===== src/design/sm83alu_pkg.sv =====
`default_nettype none
// ----------------------------------------------------------------------------
// sm83alu_pkg
// Shared types and constants of the SM83 ALU: operation codes, flag bit
// positions and the words passed between the ALU core and the top level.
// ----------------------------------------------------------------------------
package sm83alu_pkg;

   localparam int DATA_W  = 8;
   localparam int FLAGS_W = 4;
   localparam int KIND_W  = 5;
   localparam int BIT_W   = 3;

   // Flag bit positions inside a flags word.
   localparam int FLAG_Z = 3;
   localparam int FLAG_N = 2;
   localparam int FLAG_H = 1;
   localparam int FLAG_C = 0;

   // Decimal adjust constants.
   localparam logic [DATA_W-1:0] DAA_HIGH_LIMIT = 8'h99;
   localparam logic [DATA_W-1:0] DAA_HIGH_ADJ   = 8'h60;
   localparam logic [DATA_W-1:0] DAA_LOW_ADJ    = 8'h06;
   localparam logic [3:0]        DAA_LOW_LIMIT  = 4'h9;

   typedef enum logic [KIND_W-1:0] {
      KIND_ADD  = 5'd0,
      KIND_ADC  = 5'd1,
      KIND_SUB  = 5'd2,
      KIND_SBC  = 5'd3,
      KIND_AND  = 5'd4,
      KIND_XOR  = 5'd5,
      KIND_OR   = 5'd6,
      KIND_CP   = 5'd7,
      KIND_INC  = 5'd8,
      KIND_DEC  = 5'd9,
      KIND_RLCA = 5'd10,
      KIND_RRCA = 5'd11,
      KIND_RLA  = 5'd12,
      KIND_RRA  = 5'd13,
      KIND_DAA  = 5'd14,
      KIND_CPL  = 5'd15,
      KIND_SCF  = 5'd16,
      KIND_CCF  = 5'd17,
      KIND_RLC  = 5'd18,
      KIND_RRC  = 5'd19,
      KIND_RL   = 5'd20,
      KIND_RR   = 5'd21,
      KIND_SLA  = 5'd22,
      KIND_SRA  = 5'd23,
      KIND_SWAP = 5'd24,
      KIND_SRL  = 5'd25,
      KIND_BIT  = 5'd26,
      KIND_RES  = 5'd27,
      KIND_SET  = 5'd28
   } kind_type;

   typedef struct packed {
      kind_type            kind;
      logic [DATA_W-1:0]   operand_a;
      logic [DATA_W-1:0]   operand_b;
      logic [BIT_W-1:0]    bit_index;
      logic [FLAGS_W-1:0]  flags_in;
   } alu_op_type;

   typedef struct packed {
      logic [DATA_W-1:0]   result;
      logic [FLAGS_W-1:0]  flags_out;
      logic                write_back;
   } alu_res_type;

endpackage
`default_nettype wire


===== src/design/sm83alu_core.sv =====
`default_nettype none
// ----------------------------------------------------------------------------
// sm83alu_core
// Combinational SM83 ALU: separate add and subtract paths, increment,
// decrement, rotates, shifts, decimal adjust and bit operations, with flag generation.
// ----------------------------------------------------------------------------
module sm83alu_core
   import sm83alu_pkg::*;
(
   input  wire alu_op_type op,
   output alu_res_type     res
);

   logic [DATA_W-1:0] a;
   logic [DATA_W-1:0] b;
   logic              cin;
   logic              nin;
   logic              hin;
   logic              carry_t;
   logic [DATA_W:0]   sum_full;
   logic [4:0]        sum_half;
   logic [DATA_W:0]   diff_full;
   logic [4:0]        diff_half;
   logic [DATA_W-1:0] inc_val;
   logic [DATA_W-1:0] dec_val;
   logic [DATA_W-1:0] daa_adj;
   logic              daa_carry;
   logic [DATA_W-1:0] daa_val;
   logic [DATA_W-1:0] bit_mask;

   assign a   = op.operand_a;
   assign b   = op.operand_b;
   assign cin = op.flags_in[FLAG_C];
   assign nin = op.flags_in[FLAG_N];
   assign hin = op.flags_in[FLAG_H];

   // Carry/borrow-in is used only by the with-carry forms.
   assign carry_t = ((op.kind == KIND_ADC) || (op.kind == KIND_SBC)) ? cin : 1'b0;

   assign sum_full  = {1'b0, a} + {1'b0, b} + {{DATA_W{1'b0}}, carry_t};
   assign sum_half  = {1'b0, a[3:0]} + {1'b0, b[3:0]} + {4'b0, carry_t};
   assign diff_full = {1'b0, a} - {1'b0, b} - {{DATA_W{1'b0}}, carry_t};
   assign diff_half = {1'b0, a[3:0]} - {1'b0, b[3:0]} - {4'b0, carry_t};

   assign inc_val = a + 8'd1;
   assign dec_val = a - 8'd1;

   always_comb begin
      daa_adj   = '0;
      daa_carry = 1'b0;
      if (hin || (!nin && (a[3:0] > DAA_LOW_LIMIT))) begin
         daa_adj = DAA_LOW_ADJ;
      end
      if (cin || (!nin && (a > DAA_HIGH_LIMIT))) begin
         daa_adj   = daa_adj | DAA_HIGH_ADJ;
         daa_carry = 1'b1;
      end
   end

   assign daa_val  = nin ? (a - daa_adj) : (a + daa_adj);
   assign bit_mask = 8'd1 << op.bit_index;

   always_comb begin
      logic [DATA_W-1:0] r;
      logic [FLAGS_W-1:0] f;
      logic wb;
      r  = a;
      f  = op.flags_in;
      wb = 1'b1;
      case (op.kind)
         KIND_ADD, KIND_ADC: begin
            r = sum_full[DATA_W-1:0];
            f = {r == '0, 1'b0, sum_half[4], sum_full[DATA_W]};
         end
         KIND_SUB, KIND_SBC, KIND_CP: begin
            r = diff_full[DATA_W-1:0];
            f = {r == '0, 1'b1, diff_half[4], diff_full[DATA_W]};
            // Compare keeps the accumulator and only sets flags.
            if (op.kind == KIND_CP) begin
               r  = a;
               wb = 1'b0;
            end
         end
         KIND_AND: begin
            r = a & b;
            f = {r == '0, 1'b0, 1'b1, 1'b0};
         end
         KIND_XOR: begin
            r = a ^ b;
            f = {r == '0, 3'b000};
         end
         KIND_OR: begin
            r = a | b;
            f = {r == '0, 3'b000};
         end
         KIND_INC: begin
            r = inc_val;
            f = {r == '0, 1'b0, r[3:0] == 4'h0, cin};
         end
         KIND_DEC: begin
            r = dec_val;
            f = {r == '0, 1'b1, r[3:0] == 4'hF, cin};
         end
         KIND_RLCA: begin
            r = {a[6:0], a[7]};
            f = {3'b000, a[7]};
         end
         KIND_RRCA: begin
            r = {a[0], a[7:1]};
            f = {3'b000, a[0]};
         end
         KIND_RLA: begin
            r = {a[6:0], cin};
            f = {3'b000, a[7]};
         end
         KIND_RRA: begin
            r = {cin, a[7:1]};
            f = {3'b000, a[0]};
         end
         KIND_DAA: begin
            r = daa_val;
            f = {r == '0, nin, 1'b0, daa_carry};
         end
         KIND_CPL: begin
            r = ~a;
            f = {op.flags_in[FLAG_Z], 1'b1, 1'b1, cin};
         end
         KIND_SCF: begin
            wb = 1'b0;
            f  = {op.flags_in[FLAG_Z], 2'b00, 1'b1};
         end
         KIND_CCF: begin
            wb = 1'b0;
            f  = {op.flags_in[FLAG_Z], 2'b00, ~cin};
         end
         KIND_RLC: begin
            r = {a[6:0], a[7]};
            f = {r == '0, 2'b00, a[7]};
         end
         KIND_RRC: begin
            r = {a[0], a[7:1]};
            f = {r == '0, 2'b00, a[0]};
         end
         KIND_RL: begin
            r = {a[6:0], cin};
            f = {r == '0, 2'b00, a[7]};
         end
         KIND_RR: begin
            r = {cin, a[7:1]};
            f = {r == '0, 2'b00, a[0]};
         end
         KIND_SLA: begin
            r = {a[6:0], 1'b0};
            f = {r == '0, 2'b00, a[7]};
         end
         KIND_SRA: begin
            r = {a[7], a[7:1]};
            f = {r == '0, 2'b00, a[0]};
         end
         KIND_SWAP: begin
            r = {a[3:0], a[7:4]};
            f = {r == '0, 3'b000};
         end
         KIND_SRL: begin
            r = {1'b0, a[7:1]};
            f = {r == '0, 2'b00, a[0]};
         end
         KIND_BIT: begin
            wb = 1'b0;
            f  = {(a & bit_mask) == '0, 1'b0, 1'b1, cin};
         end
         KIND_RES: begin
            r = a & ~bit_mask;
         end
         KIND_SET: begin
            r = a | bit_mask;
         end
         default: begin
            // Unassigned codes pass the operand and flags through untouched.
            wb = 1'b0;
         end
      endcase
      res.result     = r;
      res.flags_out  = f;
      res.write_back = wb;
   end

endmodule
`default_nettype wire


===== src/design/sm83_alu_with_flags_unit.sv =====
`default_nettype none
// ----------------------------------------------------------------------------
// sm83_alu_with_flags_unit
// SM83 ALU with flags: input register, combinational ALU core, result
// register with a one-cycle result strobe.
// ----------------------------------------------------------------------------
// A word accepted into the input register is on the rsp_ ports, with rsp_valid
// high, for a single cycle once the result register has taken it.
// Throughput: one word per cycle; busy is tied low. The input and
// result registers sit around a single pass of the ALU core.
// The receiver cannot stall; every result is taken in its strobe cycle.
// Reset (synchronous, active high) clears both valid bits; data is not reset.
module sm83_alu_with_flags_unit
   import sm83alu_pkg::*;
(
   input  wire logic               clock,
   input  wire logic               reset,
   input  wire logic               start,
   output      logic               busy,
   input  wire logic [KIND_W-1:0]  req_kind,
   input  wire logic [DATA_W-1:0]  req_operand_a,
   input  wire logic [DATA_W-1:0]  req_operand_b,
   input  wire logic [BIT_W-1:0]   req_bit_index,
   input  wire logic [FLAGS_W-1:0] req_flags_in,
   output      logic               rsp_valid,
   output      logic [DATA_W-1:0]  rsp_result,
   output      logic [FLAGS_W-1:0] rsp_flags_out,
   output      logic               rsp_write_back
);

   logic        accept;
   logic        stage_valid_ff;
   logic        stage_valid_in;
   alu_op_type  stage_op_ff;
   alu_op_type  stage_op_in;
   alu_res_type core_res;
   logic        rsp_valid_ff;
   logic        rsp_valid_in;
   alu_res_type rsp_res_ff;
   alu_res_type rsp_res_in;

   assign busy   = 1'b0;
   assign accept = start && !busy;

   assign stage_valid_in = accept;
   assign stage_op_in    = '{kind:      kind_type'(req_kind),
                             operand_a: req_operand_a,
                             operand_b: req_operand_b,
                             bit_index: req_bit_index,
                             flags_in:  req_flags_in};

   sm83alu_core u_core (
      .op  (stage_op_ff),
      .res (core_res)
   );

   assign rsp_valid_in = stage_valid_ff;
   assign rsp_res_in   = core_res;

   always_ff @(posedge clock) begin
      if (reset) begin
         stage_valid_ff <= 1'b0;
         rsp_valid_ff   <= 1'b0;
      end else begin
         stage_valid_ff <= stage_valid_in;
         rsp_valid_ff   <= rsp_valid_in;
      end
      if (accept) begin
         stage_op_ff <= stage_op_in;
      end
      if (stage_valid_ff) begin
         rsp_res_ff <= rsp_res_in;
      end
   end

   assign rsp_valid      = rsp_valid_ff;
   assign rsp_result     = rsp_res_ff.result;
   assign rsp_flags_out  = rsp_res_ff.flags_out;
   assign rsp_write_back = rsp_res_ff.write_back;

   // Every strobe comes from a word that was held in the input register.
   a_rsp_from_stage: assert property (@(posedge clock) disable iff (reset)
      rsp_valid_ff |-> $past(stage_valid_ff))
      else $error("result strobe without a staged word");

   // An accepted word reaches the result ports through the input and result registers.
   a_accept_to_rsp: assert property (@(posedge clock) disable iff (reset)
      accept |=> ##1 rsp_valid_ff)
      else $error("accepted word produced no result strobe");

   // Compare, bit test and carry flag operations never write back.
   a_no_wb_kinds: assert property (@(posedge clock) disable iff (reset)
      (stage_valid_ff && (stage_op_ff.kind == KIND_CP || stage_op_ff.kind == KIND_BIT ||
       stage_op_ff.kind == KIND_SCF || stage_op_ff.kind == KIND_CCF))
      |=> (!rsp_write_back && rsp_result == $past(stage_op_ff.operand_a)))
      else $error("flag-only operation marked for write-back");

endmodule
`default_nettype wire

===== config.mk =====
export PLATFORM = sky130hd
export DESIGN_NAME = sm83_alu_with_flags_unit
export DESIGN_NICKNAME = d
export VERILOG_FILES = /design/src/design/sm83alu_pkg.sv /design/src/design/sm83alu_core.sv /design/src/design/sm83_alu_with_flags_unit.sv
export SDC_FILE = /design/constraint.sdc
export NUM_CORES = 1
export LEC_CHECK = 0
export ABC_AREA = 1
export ABC_CLOCK_PERIOD_IN_PS = 4600
export BUFFER_PORTS_ARGS = -buffer_cell sky130_fd_sc_hd__buf_4
export CAP_MARGIN = 30
export CORE_MARGIN = 1.5
export CORE_UTILIZATION = 60
export CTS_CLUSTER_DIAMETER = 30
export DETAILED_ROUTE_END_ITERATION = 8
export PLACE_DENSITY = 0.8
export REMOVE_ABC_BUFFERS = 1
export SLEW_MARGIN = 20
export SYNTH_ARGS = -nofsm -noshare
export SYNTH_HDL_FRONTEND = slang
export SYNTH_SLANG_ARGS = --single-unit

===== constraint.sdc =====
create_clock -name clock -period 4.6 [get_ports clock]
set_input_delay 0.23 -clock clock [delete_from_list [all_inputs] [get_ports clock]]
set_output_delay 0.23 -clock clock [all_outputs]
set_load 0.02 [all_outputs]

==> metrics <==
CP Launch Type=flop; number of gates resized after CTS=0; commonest non-fill, non-tap cells in the layout=nand2_1, nor2_1, inv_1; DRC viols=0; Tmin final=3.78 ns; TritonCTS buffer count=5; share of cells above drive strength 1=9.42%; Pwr Total=1610 uW; CP cell instances=inv_1 -> ha_1 -> nand2_1 -> nand2_1 -> nor3_1 -> nor2_1 -> inv_1 -> ha_1 -> nand2_1 -> nand2_1 -> ha_1 -> a21oi_1 -> nand3_1 -> nand3_1 -> nand3_1 -> nor3_1 -> nand3_1; core area=0.00876 mm^2; crit path kind=reg -> reg; hold violation total from the final report=0; Synth Flop Type=edfxtp_1; Max-Cap Viols=0; gp weighted congestion=approximately 1.1; sequential area share after synthesis=23.4%; H-tree lvl count=2; postcts setup bufs=0; port bufs=44; Post-DRT Antenna Nets=0; first-pass GRT wire length=30.5 mm; initial antenna violation count=0; fmax=265 MHz; Avg Cell Area, Syn=6.32 um^2; Gate Count Post-Synth=860; commonest non-fill, non-tap cell in the layout=nand2_1; die height=98.1 um; First DRT Iteration DRCs=about 640; RSZ-0062 raised after global routing=no; CP Data Arrival Time=3.83 ns; crit path max fanout=12; Avg Vias per Cell=6.27; Worst Max-Slew Pin Slew=0.821 ns; Row Count=34; outcome=finished, final reports clean; Tcrit/Tclk final=82.1%; Slew Limit Headroom=44.7%; Fillers=about 800; hold crit path type=in -> reg; CP Capture Type=flop; Worst Path Required=between 4 and 5 ns; Yosys cell types=45; Detailed Place HPWL=15.3 mm; PD cells=roughly 270 mW/mm^2; largest net degree at the start of global routing=30; Post-synth EDFFs=41; Yosys warnings=0; Layout area overhead=9.24%; CP delay by family, top=simple AND/OR/NAND/NOR gates; Die W=98.1 um; root buf cell=clkbuf_8; clk_skew=0.00998 ns; # clock sinks=43; WP buf/inv=2; DRT Pass-1 Iters=5; multi-input logic area=0.00355 mm^2; slowest CP cell=inv_1; worst vdd ir=0.000185 V; Remaining Overflow, GRT=0; leakage=0.00304 uW; Synth Cell Area=approximately 0.0054 mm^2; Final setup viols=0; gr usage total=around two fifths; # hold bufs at CTS=0; diodes inserted=0; Slew Viols, Final=0; die area=0.00963 mm^2; WL/cell=19.4 um; vias post-DR=roughly 6300; Clock Tree Buf Depth=2; number of global-route vias before repair=5698; FF+latch area=around 0.0013 mm^2; CTS clk-pin slew, worst paths=between 0.1 and 0.15 ns; TritonCTS clock tree=done; Util after Layout=slightly below 70%; fin nets=980; Largest stage delay, worst path=0.41 ns; latest clock arrival within the worst-skew pair=between 0.3 and 0.4 ns; Sum Neg Setup Slack=0 ns; synthesized flop and latch total=43; FFs w/ async S/R, synth=0%; # IOs=46; Starting Density=between 60% and 70%; Routed WL=19.6 mm
-- state kept, by name (all words and copies together) (netlist names) --
signal,flops
rsp_flags_out,4
rsp_valid_in,1
rsp_result,8
rsp_valid,1
rsp_write_back,1
stage_op_ff,28
-- logic make-up (layout without fill, tap and decap cells) --
family                   count (synthesis)  count (layout)  synth area share [%]
buffers and inverters                  138             180                  11.2
flip-flops                              43              43                  23.4
XOR/XNOR                                10              10                  1.61
other                                    1               1                0.0690
AND/OR/NAND/NOR                        524             524                  41.7
AO/OA/AOI/OAI                           96              96                  10.3
adder cells (fa/ha/maj)                 48              48                  11.6
-- where the power goes --
group          total, uW  internal (uW)  switching, uW
Combinational        761            253            508
Sequential           523            478           44.9
Clock                326            162            163
-- per-stage QoR --
stage,instances,hold WS (ns),setup WS (ns),area [um^2]
floorplan,837,0.301,1.28,5260
global route,1010,0.0783,0.635,5930
detailed placement,1002,0.400,1.01,5820
global placement,1002,0.395,1.15,5820
CTS,1010,0.0713,0.994,5930
finish,1010,0.0659,0.824,5930
-- synthesized netlist by cell type (2+ instances only) --
cell	instances	area [um^2]
buf_6	9	101
a211oi_1	4	30.0
buf_4	2	15.0
dfxtp_1	2	40.0
o211a_1	2	20.0
o21ai_1	2	10.0
nand2_2	3	18.8
fa_1	4	80.1
inv_1	109	409
inv_2	2	7.51
nor2_1	114	428
nor2_2	2	12.5
nand2_4	3	33.8
edfxtp_1	41	1230
o211ai_1	8	60.1
nand3_1	89	445
and2_1	2	12.5
o21ai_0	30	150
ha_1	44	551
o21a_1	2	15.0
clkbuf_1	8	30.0
nand4_1	19	119
buf_2	2	10.0
xor2_1	7	61.3
a21oi_1	24	120
nor4_1	4	25.0
nor3_1	11	55.1
clkinv_1	2	7.51
xnor2_1	3	26.3
o22ai_1	19	119
or2_2	3	18.8
a31oi_1	2	12.5
nand3b_1	10	75.1
nand2_1	259	972
nor2_4	3	33.8
-- layout make-up --
cell class / count / share of cell area (%)
clock inverter: 3 / 0.738
timing repair buffer: 57 / 7.21
multi-input combinational: 679 / 59.8
tap: 108 / 2.28
clock buffer: 5 / 1.16
sequential: 43 / 21.4
inverter: 115 / 7.34
-- worst reg2reg max path: stages (launching register included) --
cell,delay [ns]
edfxtp_1,0.40
inv_1,0.41
ha_1,0.31
nand2_1,0.11
nand2_1,0.09
nor3_1,0.07
nor2_1,0.20
inv_1,0.11
ha_1,0.29
nand2_1,0.08
nand2_1,0.06
ha_1,0.35
a21oi_1,0.26
nand3_1,0.12
nand3_1,0.16
nand3_1,0.09
nor3_1,0.30
nand3_1,0.11
-- layer usage --
| layer | vias up | GRT usage, % | wire length (um) |
|---|---|---|---|
| met2 | 487 | 64.7 | 8480 |
| met4 | 0 | 14.8 | 984 |
| li1 | 2901 | - | - |
| met3 | 103 | 4.44 | 2350 |
| met5 | - | 0 | 0 |
| met1 | 2837 | 56.8 | 7790 |
-- final timing paths --
kind	start	end	slack (ns)	depth (start not counted)
setup / recovery	stage_op_ff[16]$_DFFE_PP_	rsp_result[6]$_DFFE_PP_	0.82	17
setup reg to reg	stage_op_ff[16]$_DFFE_PP_	rsp_result[6]$_DFFE_PP_	0.82	17
hold reg to reg	rsp_valid_in$_SDFF_PP0_	rsp_valid$_SDFF_PP0_	0.68	2
hold / removal	reset	rsp_valid$_SDFF_PP0_	0.07	2
No activity file was read; power rests on OpenSTA's default activity.
